==> config.mk <==
export PLATFORM = sky130hd
export DESIGN_NAME = framed_packet_receiver_crc16_flat
export DESIGN_NICKNAME = d
export VERILOG_FILES = /design/src/hw/rtl/fpr_pkg.sv /design/src/hw/rtl/fpr_rx_if.sv /design/src/hw/rtl/fpr_pkt_if.sv /design/src/hw/rtl/fpr_crc_serial.sv /design/src/hw/rtl/fpr_payload_ram.sv /design/src/hw/rtl/framed_packet_receiver_crc16.sv /design/src/flat_wrapper.sv
export SDC_FILE = /design/constraint.sdc
export NUM_CORES = 1
export LEC_CHECK = 0
export ABC_AREA = 1
export BUFFER_PORTS_ARGS = -buffer_cell sky130_fd_sc_hd__buf_4
export CORE_MARGIN = 3
export CORE_UTILIZATION = 45
export DETAILED_ROUTE_END_ITERATION = 7
export PLACE_DENSITY = 0.62
export SYNTH_ARGS = -nofsm -noshare
export SYNTH_HDL_FRONTEND = slang
export SYNTH_SLANG_ARGS = --single-unit
==> constraint.sdc <==
create_clock -name clk_i -period 9 [get_ports clk_i]
set_input_delay 2.7 -clock clk_i [delete_from_list [all_inputs] [get_ports clk_i]]
set_output_delay 2.7 -clock clk_i [all_outputs]
set_load 0.02 [all_outputs]
==> src/hw/rtl/fpr_pkg.sv <==
`timescale 1ns / 1ps
// ----------------------------------------------------------------------------
// fpr_pkg
// Shared types, constants and CRC helper for the framed packet receiver.
// ----------------------------------------------------------------------------
package fpr_pkg;

  localparam int unsigned HDR_BYTES = 4;
  localparam int unsigned POS_W     = 7;
  localparam int unsigned LEN_W     = 6;

  localparam logic [15:0] CRC_INIT = 16'hFFFF;
  localparam logic [15:0] CRC_POLY = 16'h8408;

  typedef enum logic [1:0] {
    ST_RX,
    ST_READ,
    ST_OUT
  } fpr_state_e;

  // one bit of the reflected CRC-16-CCITT
  function automatic logic [15:0] crc_step(input logic [15:0] c);
    logic [15:0] r;
    r = {1'b0, c[15:1]};
    if (c[0]) begin
      r = r ^ CRC_POLY;
    end
    return r;
  endfunction

endpackage

==> src/hw/rtl/fpr_rx_if.sv <==
`timescale 1ns / 1ps
// ----------------------------------------------------------------------------
// fpr_rx_if
// Received serial byte channel, one word per byte.
// ----------------------------------------------------------------------------
interface fpr_rx_if;
  logic       valid;
  logic       ready;
  logic [7:0] rx_data;

  modport source (output valid, output rx_data, input ready);
  modport sink   (input valid, input rx_data, output ready);
endinterface

==> src/hw/rtl/fpr_pkt_if.sv <==
`timescale 1ns / 1ps
// ----------------------------------------------------------------------------
// fpr_pkt_if
// Payload readout channel, one word per payload byte.
// ----------------------------------------------------------------------------
interface fpr_pkt_if;
  logic       valid;
  logic       ready;
  logic [7:0] msg_id;
  logic [7:0] comp_id;
  logic [5:0] payload_length;
  logic [5:0] byte_index;
  logic [7:0] payload_byte;
  logic       has_data;
  logic       last;

  modport source (output valid, output msg_id, output comp_id,
                  output payload_length, output byte_index, output payload_byte,
                  output has_data, output last, input ready);
  modport sink   (input valid, input msg_id, input comp_id,
                  input payload_length, input byte_index, input payload_byte,
                  input has_data, input last, output ready);
endinterface

==> src/hw/rtl/fpr_crc_serial.sv <==
`timescale 1ns / 1ps
// ----------------------------------------------------------------------------
// fpr_crc_serial
// Bit-serial CRC-16-CCITT (reflected): first bit on load, the rest while busy.
// ----------------------------------------------------------------------------
module fpr_crc_serial
  import fpr_pkg::*;
(
  input  logic        clk_i,
  input  logic        rst_ni,
  input  logic        start_i,
  input  logic [15:0] init_i,
  input  logic [7:0]  data_i,
  output logic [15:0] crc_o,
  output logic        busy_o
);

  logic [15:0] crc_q, crc_d;
  logic [2:0]  cnt_q, cnt_d;

  assign busy_o = (cnt_q != 3'd0);
  assign crc_o  = crc_q;

  always_comb begin
    crc_d = crc_q;
    cnt_d = cnt_q;
    if (start_i) begin
      crc_d = crc_step(init_i ^ {8'h00, data_i});
      cnt_d = 3'd7;
    end else if (busy_o) begin
      crc_d = crc_step(crc_q);
      cnt_d = cnt_q - 3'd1;
    end
  end

  always_ff @(posedge clk_i or negedge rst_ni) begin
    if (!rst_ni) begin
      crc_q <= CRC_INIT;
      cnt_q <= 3'd0;
    end else begin
      crc_q <= crc_d;
      cnt_q <= cnt_d;
    end
  end

endmodule

==> src/hw/rtl/fpr_payload_ram.sv <==
`timescale 1ns / 1ps
// ----------------------------------------------------------------------------
// fpr_payload_ram
// Payload store: one write port, one registered read port.
// ----------------------------------------------------------------------------
module fpr_payload_ram #(
  parameter int unsigned DEPTH = 60,
  parameter int unsigned AW    = 6
) (
  input  logic          clk_i,
  input  logic          we_i,
  input  logic [AW-1:0] waddr_i,
  input  logic [7:0]    wdata_i,
  input  logic          re_i,
  input  logic [AW-1:0] raddr_i,
  output logic [7:0]    rdata_o
);

  logic [7:0] mem_q [DEPTH];
  logic [7:0] rdata_q;

  always_ff @(posedge clk_i) begin
    if (we_i) begin
      mem_q[waddr_i] <= wdata_i;
    end
  end

  always_ff @(posedge clk_i) begin
    if (re_i) begin
      rdata_q <= mem_q[raddr_i];
    end
  end

  assign rdata_o = rdata_q;

endmodule

==> src/hw/rtl/framed_packet_receiver_crc16.sv <==
`timescale 1ns / 1ps
// ----------------------------------------------------------------------------
// framed_packet_receiver_crc16
// Start-marker deframer with CRC-16-CCITT check and payload readout.
// ----------------------------------------------------------------------------
// Usage:
//   rx_i carries one received byte per word. While hunting, a word equal to
//   the start marker opens a frame: length, message id, component id,
//   payload, then CRC low and high. Frames whose length overflows the buffer
//   and frames with a bad CRC byte are dropped without output.
//   pkt_o gives one word per payload byte of a good frame, or one word with
//   has_data clear for an empty payload; last marks the final word.
//   rx_i is not ready while the bit-serial CRC unit works on a header or
//   payload byte, so the next byte waits for it; other bytes do not stall.
//   Readout: per word a RAM read state, then an output state, from the
//   cycle after the second CRC byte; an empty payload's single word needs
//   no RAM read and is offered then. rx_i is not ready during readout.
//   A stalled pkt_o holds its word and keeps rx_i stalled.
//   Reset: hunting, start marker 0, CRC at 0xFFFF; no clearing pass.
//   cfg_we_i writes the start marker; write only while idle.
// ----------------------------------------------------------------------------
module framed_packet_receiver_crc16
  import fpr_pkg::*;
#(
  parameter int unsigned BUFFER_BYTES = 64
) (
  input  logic       clk_i,
  input  logic       rst_ni,
  input  logic       cfg_we_i,
  input  logic [7:0] cfg_wdata_i,
  fpr_rx_if.sink     rx_i,
  fpr_pkt_if.source  pkt_o
);

  localparam int unsigned DEPTH = BUFFER_BYTES - HDR_BYTES;
  localparam int unsigned AW    = $clog2(DEPTH);

  fpr_state_e state_q, state_d;

  logic [7:0]       marker_q;
  logic             in_frame_q, in_frame_d;
  logic [POS_W-1:0] pos_q, pos_d;
  logic [LEN_W-1:0] len_q, len_d;
  logic [7:0]       msg_q, msg_d;
  logic [7:0]       comp_q, comp_d;
  logic             has_data_q, has_data_d;
  logic [LEN_W-1:0] rd_idx_q, rd_idx_d;

  logic        rx_acc, pkt_acc, rd_start, last;
  logic        crc_start, crc_busy, ram_we, ram_re;
  logic [15:0] crc_init, crc_val;
  logic [POS_W-1:0] pay_end, waddr_full;

  assign rx_acc     = rx_i.valid & rx_i.ready;
  assign pkt_acc    = pkt_o.valid & pkt_o.ready;
  assign pay_end    = POS_W'(len_q) + POS_W'(3);
  assign waddr_full = pos_q - POS_W'(3);
  assign last       = !has_data_q ||
                      ((POS_W'(rd_idx_q) + POS_W'(1)) == POS_W'(len_q));

  fpr_crc_serial u_crc (
    .clk_i  (clk_i),
    .rst_ni (rst_ni),
    .start_i(crc_start),
    .init_i (crc_init),
    .data_i (rx_i.rx_data),
    .crc_o  (crc_val),
    .busy_o (crc_busy)
  );

  logic [7:0] ram_rdata;

  fpr_payload_ram #(
    .DEPTH(DEPTH),
    .AW   (AW)
  ) u_ram (
    .clk_i  (clk_i),
    .we_i   (ram_we),
    .waddr_i(waddr_full[AW-1:0]),
    .wdata_i(rx_i.rx_data),
    .re_i   (ram_re),
    .raddr_i(rd_idx_q[AW-1:0]),
    .rdata_o(ram_rdata)
  );

  // frame parsing
  always_comb begin
    in_frame_d = in_frame_q;
    pos_d      = pos_q;
    len_d      = len_q;
    msg_d      = msg_q;
    comp_d     = comp_q;
    has_data_d = has_data_q;
    rd_idx_d   = rd_idx_q;
    crc_start  = 1'b0;
    crc_init   = crc_val;
    ram_we     = 1'b0;
    rd_start   = 1'b0;
    if (rx_acc) begin
      if (!in_frame_q) begin
        if (rx_i.rx_data == marker_q) begin
          in_frame_d = 1'b1;
          pos_d      = '0;
        end
      end else begin
        priority if (pos_q == POS_W'(0)) begin
          if ((9'(rx_i.rx_data) + 9'(HDR_BYTES)) > 9'(BUFFER_BYTES)) begin
            in_frame_d = 1'b0;
            pos_d      = '0;
          end else begin
            len_d     = rx_i.rx_data[LEN_W-1:0];
            crc_start = 1'b1;
            crc_init  = CRC_INIT;
            pos_d     = pos_q + POS_W'(1);
          end
        end else if (pos_q == POS_W'(1)) begin
          msg_d     = rx_i.rx_data;
          crc_start = 1'b1;
          pos_d     = pos_q + POS_W'(1);
        end else if (pos_q == POS_W'(2)) begin
          comp_d    = rx_i.rx_data;
          crc_start = 1'b1;
          pos_d     = pos_q + POS_W'(1);
        end else if (pos_q < pay_end) begin
          ram_we    = 1'b1;
          crc_start = 1'b1;
          pos_d     = pos_q + POS_W'(1);
        end else if (pos_q == pay_end) begin
          if (rx_i.rx_data != crc_val[7:0]) begin
            in_frame_d = 1'b0;
            pos_d      = '0;
          end else begin
            pos_d = pos_q + POS_W'(1);
          end
        end else begin
          in_frame_d = 1'b0;
          pos_d      = '0;
          if (rx_i.rx_data == crc_val[15:8]) begin
            rd_start   = 1'b1;
            has_data_d = (len_q != '0);
            rd_idx_d   = '0;
          end
        end
      end
    end
    if (pkt_acc) begin
      rd_idx_d = rd_idx_q + LEN_W'(1);
    end
  end

  // next state
  always_comb begin
    state_d = state_q;
    unique case (state_q)
      ST_RX: begin
        if (rd_start) begin
          state_d = has_data_d ? ST_READ : ST_OUT;
        end
      end
      ST_READ: begin
        state_d = ST_OUT;
      end
      ST_OUT: begin
        if (pkt_acc) begin
          state_d = last ? ST_RX : ST_READ;
        end
      end
      default: state_d = ST_RX;
    endcase
  end

  // state outputs
  always_comb begin
    rx_i.ready  = 1'b0;
    ram_re      = 1'b0;
    pkt_o.valid = 1'b0;
    unique case (state_q)
      ST_RX:   rx_i.ready  = !crc_busy;
      ST_READ: ram_re      = 1'b1;
      ST_OUT:  pkt_o.valid = 1'b1;
      default: rx_i.ready  = 1'b0;
    endcase
  end

  assign pkt_o.msg_id         = msg_q;
  assign pkt_o.comp_id        = comp_q;
  assign pkt_o.payload_length = len_q;
  assign pkt_o.byte_index     = rd_idx_q;
  assign pkt_o.payload_byte   = has_data_q ? ram_rdata : 8'h00;
  assign pkt_o.has_data       = has_data_q;
  assign pkt_o.last           = last;

  always_ff @(posedge clk_i or negedge rst_ni) begin
    if (!rst_ni) begin
      state_q    <= ST_RX;
      marker_q   <= 8'h00;
      in_frame_q <= 1'b0;
      pos_q      <= '0;
      len_q      <= '0;
      msg_q      <= 8'h00;
      comp_q     <= 8'h00;
      has_data_q <= 1'b0;
      rd_idx_q   <= '0;
    end else begin
      state_q    <= state_d;
      if (cfg_we_i) begin
        marker_q <= cfg_wdata_i;
      end
      in_frame_q <= in_frame_d;
      pos_q      <= pos_d;
      len_q      <= len_d;
      msg_q      <= msg_d;
      comp_q     <= comp_d;
      has_data_q <= has_data_d;
      rd_idx_q   <= rd_idx_d;
    end
  end

endmodule
==> src/flat_wrapper.sv <==
// flat-port wrapper written by rule: the top's interface ports become plain ports
module framed_packet_receiver_crc16_flat import fpr_pkg::*;
#(
  parameter int unsigned BUFFER_BYTES = 64
)
  (clk_i, rst_ni, cfg_we_i, cfg_wdata_i, rx_i_valid, rx_i_rx_data, rx_i_ready, pkt_o_valid, pkt_o_msg_id, pkt_o_comp_id, pkt_o_payload_length, pkt_o_byte_index, pkt_o_payload_byte, pkt_o_has_data, pkt_o_last, pkt_o_ready);
  fpr_rx_if rx_i_i ();
  fpr_pkt_if pkt_o_i ();
  input  logic clk_i;
  input  logic rst_ni;
  input  logic cfg_we_i;
  input  logic [7:0] cfg_wdata_i;
  input wire logic [$bits(rx_i_i.valid)-1:0] rx_i_valid;
  input wire logic [$bits(rx_i_i.rx_data)-1:0] rx_i_rx_data;
  output wire logic [$bits(rx_i_i.ready)-1:0] rx_i_ready;
  output wire logic [$bits(pkt_o_i.valid)-1:0] pkt_o_valid;
  output wire logic [$bits(pkt_o_i.msg_id)-1:0] pkt_o_msg_id;
  output wire logic [$bits(pkt_o_i.comp_id)-1:0] pkt_o_comp_id;
  output wire logic [$bits(pkt_o_i.payload_length)-1:0] pkt_o_payload_length;
  output wire logic [$bits(pkt_o_i.byte_index)-1:0] pkt_o_byte_index;
  output wire logic [$bits(pkt_o_i.payload_byte)-1:0] pkt_o_payload_byte;
  output wire logic [$bits(pkt_o_i.has_data)-1:0] pkt_o_has_data;
  output wire logic [$bits(pkt_o_i.last)-1:0] pkt_o_last;
  input wire logic [$bits(pkt_o_i.ready)-1:0] pkt_o_ready;
  assign rx_i_i.valid = rx_i_valid;
  assign rx_i_i.rx_data = rx_i_rx_data;
  assign rx_i_ready = rx_i_i.ready;
  assign pkt_o_valid = pkt_o_i.valid;
  assign pkt_o_msg_id = pkt_o_i.msg_id;
  assign pkt_o_comp_id = pkt_o_i.comp_id;
  assign pkt_o_payload_length = pkt_o_i.payload_length;
  assign pkt_o_byte_index = pkt_o_i.byte_index;
  assign pkt_o_payload_byte = pkt_o_i.payload_byte;
  assign pkt_o_has_data = pkt_o_i.has_data;
  assign pkt_o_last = pkt_o_i.last;
  assign pkt_o_i.ready = pkt_o_ready;
  framed_packet_receiver_crc16 #(.BUFFER_BYTES(BUFFER_BYTES)) u_core (.clk_i(clk_i), .rst_ni(rst_ni), .cfg_we_i(cfg_we_i), .cfg_wdata_i(cfg_wdata_i), .rx_i(rx_i_i), .pkt_o(pkt_o_i));
endmodule
* After elaboration in Yosys (flattened, before gate mapping)
Memory sizes are Yosys's and may differ from the RTL's. A register that Yosys moved wholly into a read port is not among the register bits.
Cells that the tools add are included.
** Operators by class
- Reduce and logical (&&, ||, !) cells :: 18
- Shifts and indexed selects :: 0
- $lt $le $gt $ge :: 2
- Multiplexer cells :: 75
- Bitwise logic cells :: 8
- Div/mod/pow operators :: 0
- Equal/unequal tests :: 16
- Add/sub/neg operators :: 7
- Multiply operators :: 0
** Operator list (count)
- two-way mux 16 bit :: 8
- two-way mux 7 bit :: 9
- two-way mux 6 bit :: 9
- two-way mux 1 bit :: 42
- == test 8 bit :: 2
- XOR 16 x 8 -> 16 bit :: 1
- inequality test 2 x 1 -> 1 bit, second input constant :: 7
- nonzero test 2 bit :: 5
- adder 8 x 3 -> 9 bit, second input constant :: 1
- > comparator 9 x 7 -> 1 bit, second input constant :: 1
- two-way mux 8 bit :: 1
- inequality test 8 bit :: 1
- AND reduction 4 bit :: 2
- AND reduction 8 bit :: 1
- adder 6 x 1 -> 7 bit, second input constant :: 1
- adder 6 x 2 -> 7 bit, second input constant :: 1
- adder 7 x 1 -> 7 bit, second input constant :: 1
- == test 7 x 1 -> 1 bit, second input constant :: 1
- == test 7 x 2 -> 1 bit, second input constant :: 1
- == test 7 x 6 -> 1 bit :: 1
- == test 7 bit :: 1
- logical NOT 7 bit :: 1
- less-than comparator 7 bit :: 1
- adder 6 x 1 -> 6 bit, second input constant :: 1
- other kinds (17) :: 26
** Storage, ports and cells
- RAM bits :: 480
- Memories :: 1
- Input bits :: 21
- Bits in latches :: 0
- Bits in read-only memories :: 0
- Logic and storage cells :: 138
- Register bits :: 66
** Memories
- u_core.u_ram.mem_q :: depth 60, width 8, read ports 1, clocked after memory_dff 1, write ports 1, line fpr_payload_ram.sv:19 : logic [7:0] mem_q [DEPTH];

* Logic depth before layout (Yosys ltp)
- Word-level depth :: 12
- Depth in mapped cells :: 19
- Depth with buffers taken out :: 18

* Hierarchy
From an unflattened synthesis, not the netlist that was laid out.
** Unflattened totals
- Cell total of the unflattened synthesis :: 2342
- Area total of the unflattened synthesis :: 24513.5 µm²
** Modules (own cells, without submodules)
- fpr_payload_ram :: cells each 1772, area each 20189.4 µm², times used 1
- framed_packet_receiver_crc16 :: cells each 428, area each 3223.1 µm², times used 1
- fpr_crc_serial :: cells each 142, area each 1101.1 µm², times used 1

* Worst setup path after synthesis
No wires, ideal clock.
- Path kind :: input to register
- Start point :: input rx_i_valid
- End point :: memory u_core.u_ram.mem_q[57][0] (enable)
- Setup slack :: 4630 ps
- Stages :: 7
- Required time :: 8630 ps
- Data arrival time :: 4000 ps
- Library setup time :: 370 ps
- Cell sequence :: nand3_2 buf_4 nor3b_4 nand3_2 nor2_4 nand2_1 nor2_1
** On the way
- Longest elaborated chain between the ends :: 4
** Ends and longest elaborated chain
- from (decl) :: line flat_wrapper.sv:13 : input wire logic [$bits(rx_i_i.valid)-1:0] rx_i_valid;
- bitwise AND 1 bit :: line framed_packet_receiver_crc16.sv:54 : assign rx_acc = rx_i.valid & rx_i.ready;
- two-way mux 1 bit :: line framed_packet_receiver_crc16.sv:99 : if (rx_acc) begin
- two-way mux 1 bit :: line fpr_payload_ram.sv:23 : if (we_i) begin
- two-way mux 1 bit (not written as such) :: line fpr_payload_ram.sv:24 : mem_q[waddr_i] <= wdata_i;
- to (decl) :: line fpr_payload_ram.sv:19
Every way passes these cells.

* Worst setup path in the final report
- Start point :: register u_core.rd_idx_q[0], in the netlist u_core.pkt_o.byte_index[0]
- End point :: output pkt_o_last
** On the way
- Longest elaborated chain between the ends :: 3
** Ends and longest elaborated chain
- from (decl) :: line framed_packet_receiver_crc16.sv:47 : logic [LEN_W-1:0] rd_idx_q, rd_idx_d;
- from (signal assigned) :: line framed_packet_receiver_crc16.sv:215 : rd_idx_q <= rd_idx_d;
- adder 6 x 1 -> 7 bit :: line framed_packet_receiver_crc16.sv:59 : ((POS_W'(rd_idx_q) + POS_W'(1)) == POS_W'(len_q));
- == test 7 x 6 -> 1 bit :: line framed_packet_receiver_crc16.sv:59
- logical OR 1 bit :: line framed_packet_receiver_crc16.sv:58 : assign last = !has_data_q ||
- to (decl) :: line flat_wrapper.sv:23 : output wire logic [$bits(pkt_o_i.last)-1:0] pkt_o_last;
Every way passes these cells.

==> impl_metrics.yaml <==
global_route:
  grt_pass1_vias: 15926
  grt_use_total: 0.219
  antenna_found_initial: 0
  grt_remaining_overflow: 0
  grt_max_degree: 159
  grt_pass1_wl_um: 94800
floorplanning:
  io-pin-count: 61
  die_w_um: 235
  start_util: 0.458
  core_sq_um: 51700
  die_height_um: 235
  dieArea_sq_um: 55400
  num_rows: 83
power:
  p_leak_nw: 9.45
  ir_drop_mv: 0.178
  pwr_density_cell_nw_per_um2: 235
timing:
  tns_ns: 0
  final.setup.worst_slack_ns: 3.29
  slew_violations: 0
  clock_skew_ns: 0.0174
  tightest_slew_ns: 1.18
  final-setup-viol-count: 0
  finalCriticalPeriod_ns: 5.71
  grt_setup_unrepaired: "no"
  max_freq_mhz: 175
  finalHoldViolations: 0
  slew_headroom: 0.208
  fin_crit_sh: 0.635
route:
  avgRoutedWirePerCell_um: 21.6
  wirelength_um: 62000
  via_count: 16291
  route.met2.wl_um: 29700
  routed.top_layer: "met4"
  antenna_left: 0
  drt-met1-wl_um: 26300
  routed_via_density: 5.69
  first_pass_iters: 6
  initialDrtViolationCount: 1520
  wl_met3_um: 4300
  drc: 0
place:
  place_inst: 2760
  post-place-ws_ns: 3.68
  portBuffers: 60
  globalplace.congestion: 0.861
  post-dp-hpwl_um: 36800
logic_synthesis:
  ys.flop_type: "edfxtp_1"
  synth-seq-cells: 554
  ys_top_cells_by_count: "488 x edfxtp_1, 390 x nand2_1, 360 x nor2_1"
  synth_nets: 2167
  async_flop_share: 0.119
  synth_top_cell_by_area: "edfxtp_1"
  netlist_area_sq_um: 23700
  post-synth-top-count-cell: "edfxtp_1"
  synth.distinct_cells: 38
  avgSynthCellArea_sq_um: 11.1
  ys_warn_count: 0
  ys_top_cells_by_area: "edfxtp_1 62%, nand2_1 6.2%, o21ai_0 6.1%, nor2_1 5.7%, dfrtp_1 5.3%"
  synth_edf_count: 488
  synth_cells: 2131
  synth_top_area_frac: 0.618
  ys_seq_area_frac: 0.689
clocking:
  clkLatencyLatePin_ns: 0.62
  cts_resized: 0
  cts_tree: "built"
  clock_path_buffers: 3
  h-tree-depth: 2
  cts_hold_buf: 0
  clkSlewWorstSetupHoldPaths_ns: 0.06
  cts_setup_buffers: 0
  cts-root-buf: "clkbuf_16"
  clock_sinks: 554
  cts_made_buffers: 57
worst_setup_path:
  cp.required_ns: 6.30
  crit_chain: "ha_1 > nand3_1 > nor2_1 > inv_1 > nand3_1 > nand2_1 > nor2_1 > nand3_1 > nand2_1 > buf_4"
  cpMostUsedCell: "nand3_1"
  cpPeakStageDelay_ns: 1.03
  worst_setup_path_end_kind: "output port"
  cpMaxStageDelayCell: "dfrtp_4"
  worstSetupPathType: "flop to output port"
  cp.arrival_ns: 3.01
  path_max_fanout: 89
  start_kind: "flop"
  reg2regPathDepth: 15
final_layout:
  nets: 2175
  areaGrowthSynthToFinish_pct: 11.7
  drive_gt1_frac: 0.0961
  num_antenna_cells: 0
  fin_cells: 2865
flow_run:
  max_cap_viol_count: 0
worst_hold_path:
  hp-class: "flop to flop"
  hold_depth: 2
status:
  status: "complete, no violations"
flip-flops by register name (all words and copies together), names as in the netlist:
register,count
u_core.pos_q,7
u_core.pkt_o.payload_length,6
u_core.u_ram.rdata_o,8
u_core.in_frame_q,1
u_core.state_q,2
u_core.pkt_o.msg_id,8
u_core.u_crc.crc_o,16
u_core.marker_q,8
u_core.pkt_o.has_data,1
u_core.pkt_o.byte_index,6
u_core.pkt_o.comp_id,8
u_core.u_crc.cnt_q,3
u_core.u_ram.mem_q,480
stage by stage:
stage               hold slack (ns)   util  power (W)  cell area [sq um]
floorplan                     0.458      -    0.00361              23700
global placement              0.480  0.476    0.00387              24600
detailed placement            0.482  0.476    0.00389              24600
CTS                           0.490  0.512    0.00626              26500
global route                  0.503  0.512    0.00647              26500
finish                        0.491  0.512    0.00622              26500
cell families (layout without fill, tap and decap cells):
group,Yosys count,in the layout,synth area share
fa+ha+maj,15,15,0.00792
buf+inv,205,259,0.0347
compound gates,432,432,0.0991
flops,554,554,0.689
mux,4,4,0.00190
xor+xnor,35,35,0.0129
simple gates,886,886,0.154
area by class of cell:
class / count / area (sq um)
Inverter: 79 / 302
Sequential cell: 554 / 16300
Clock buffer: 70 / 1520
Clock inverter: 35 / 353
Timing Repair Buffer: 75 / 563
Tap cell: 680 / 851
Multi-Input combinational cell: 1372 / 6550
Fill cell: 4530 / 25300
layer usage:
metal,GRT usage,up-vias
li1,-,7494
met2,0.360,635
met3,0.0368,119
met5,0,-
met4,0.0651,0
met1,0.301,8043
power breakdown:
group | internal, W | switching, W
Combinational | 0.000278 | 0.000553
Clock | 0.00139 | 0.000990
Sequential | 0.00290 | 0.000113
path summary, 6_finish.rpt:
path	start	to	slack, ns
max	u_core.pkt_o.byte_index[0]	pkt_o_last	3.29
min	u_core.pkt_o.msg_id[0]	u_core.pkt_o.msg_id[0]	0.49
max reg2reg	u_core.pkt_o.payload_length[0]	u_core.u_ram.mem_q[25][2]	4.83
min reg2reg	u_core.pkt_o.msg_id[0]	u_core.pkt_o.msg_id[0]	0.49
max in group asynchronous	rst_ni	u_core.pkt_o.byte_index[1]	6.17
min in group asynchronous	rst_ni	u_core.marker_q[6]	2.20
cells in the final DEF (no fill, tap or decap), drive strengths merged:
cell type,netlist,layout
bufinv,0,7
nand3,94,94
clkbuf,94,70
a21oi,16,16
buf,32,75
edfxtp,488,488
nor3,6,6
o22ai,107,107
o221ai,2,2
nor3b,1,1
o21ai,289,289
nand3b,11,11
xor2,23,23
o211ai,16,16
inv,77,80
a31oi,1,1
clkinvlp,0,5
nor2,368,368
nand4,11,11
a21o,1,1
ha,15,15
clkinv,2,22
dfstp,16,16
mux2,4,4
dfrtp,50,50
xnor2,12,12
nor4,1,1
nand2,394,394
critical path: cells and delay by family (launching register included):
| kind | cells | cell delay [ns] |
|---|---|---|
| adders and majority gates | 1 | 0.36 |
| buffers and inverters | 2 | 0.23 |
| DFF | 1 | 1.03 |
| and+or+nand+nor | 7 | 0.75 |
(Power assumes the default switching activity.)
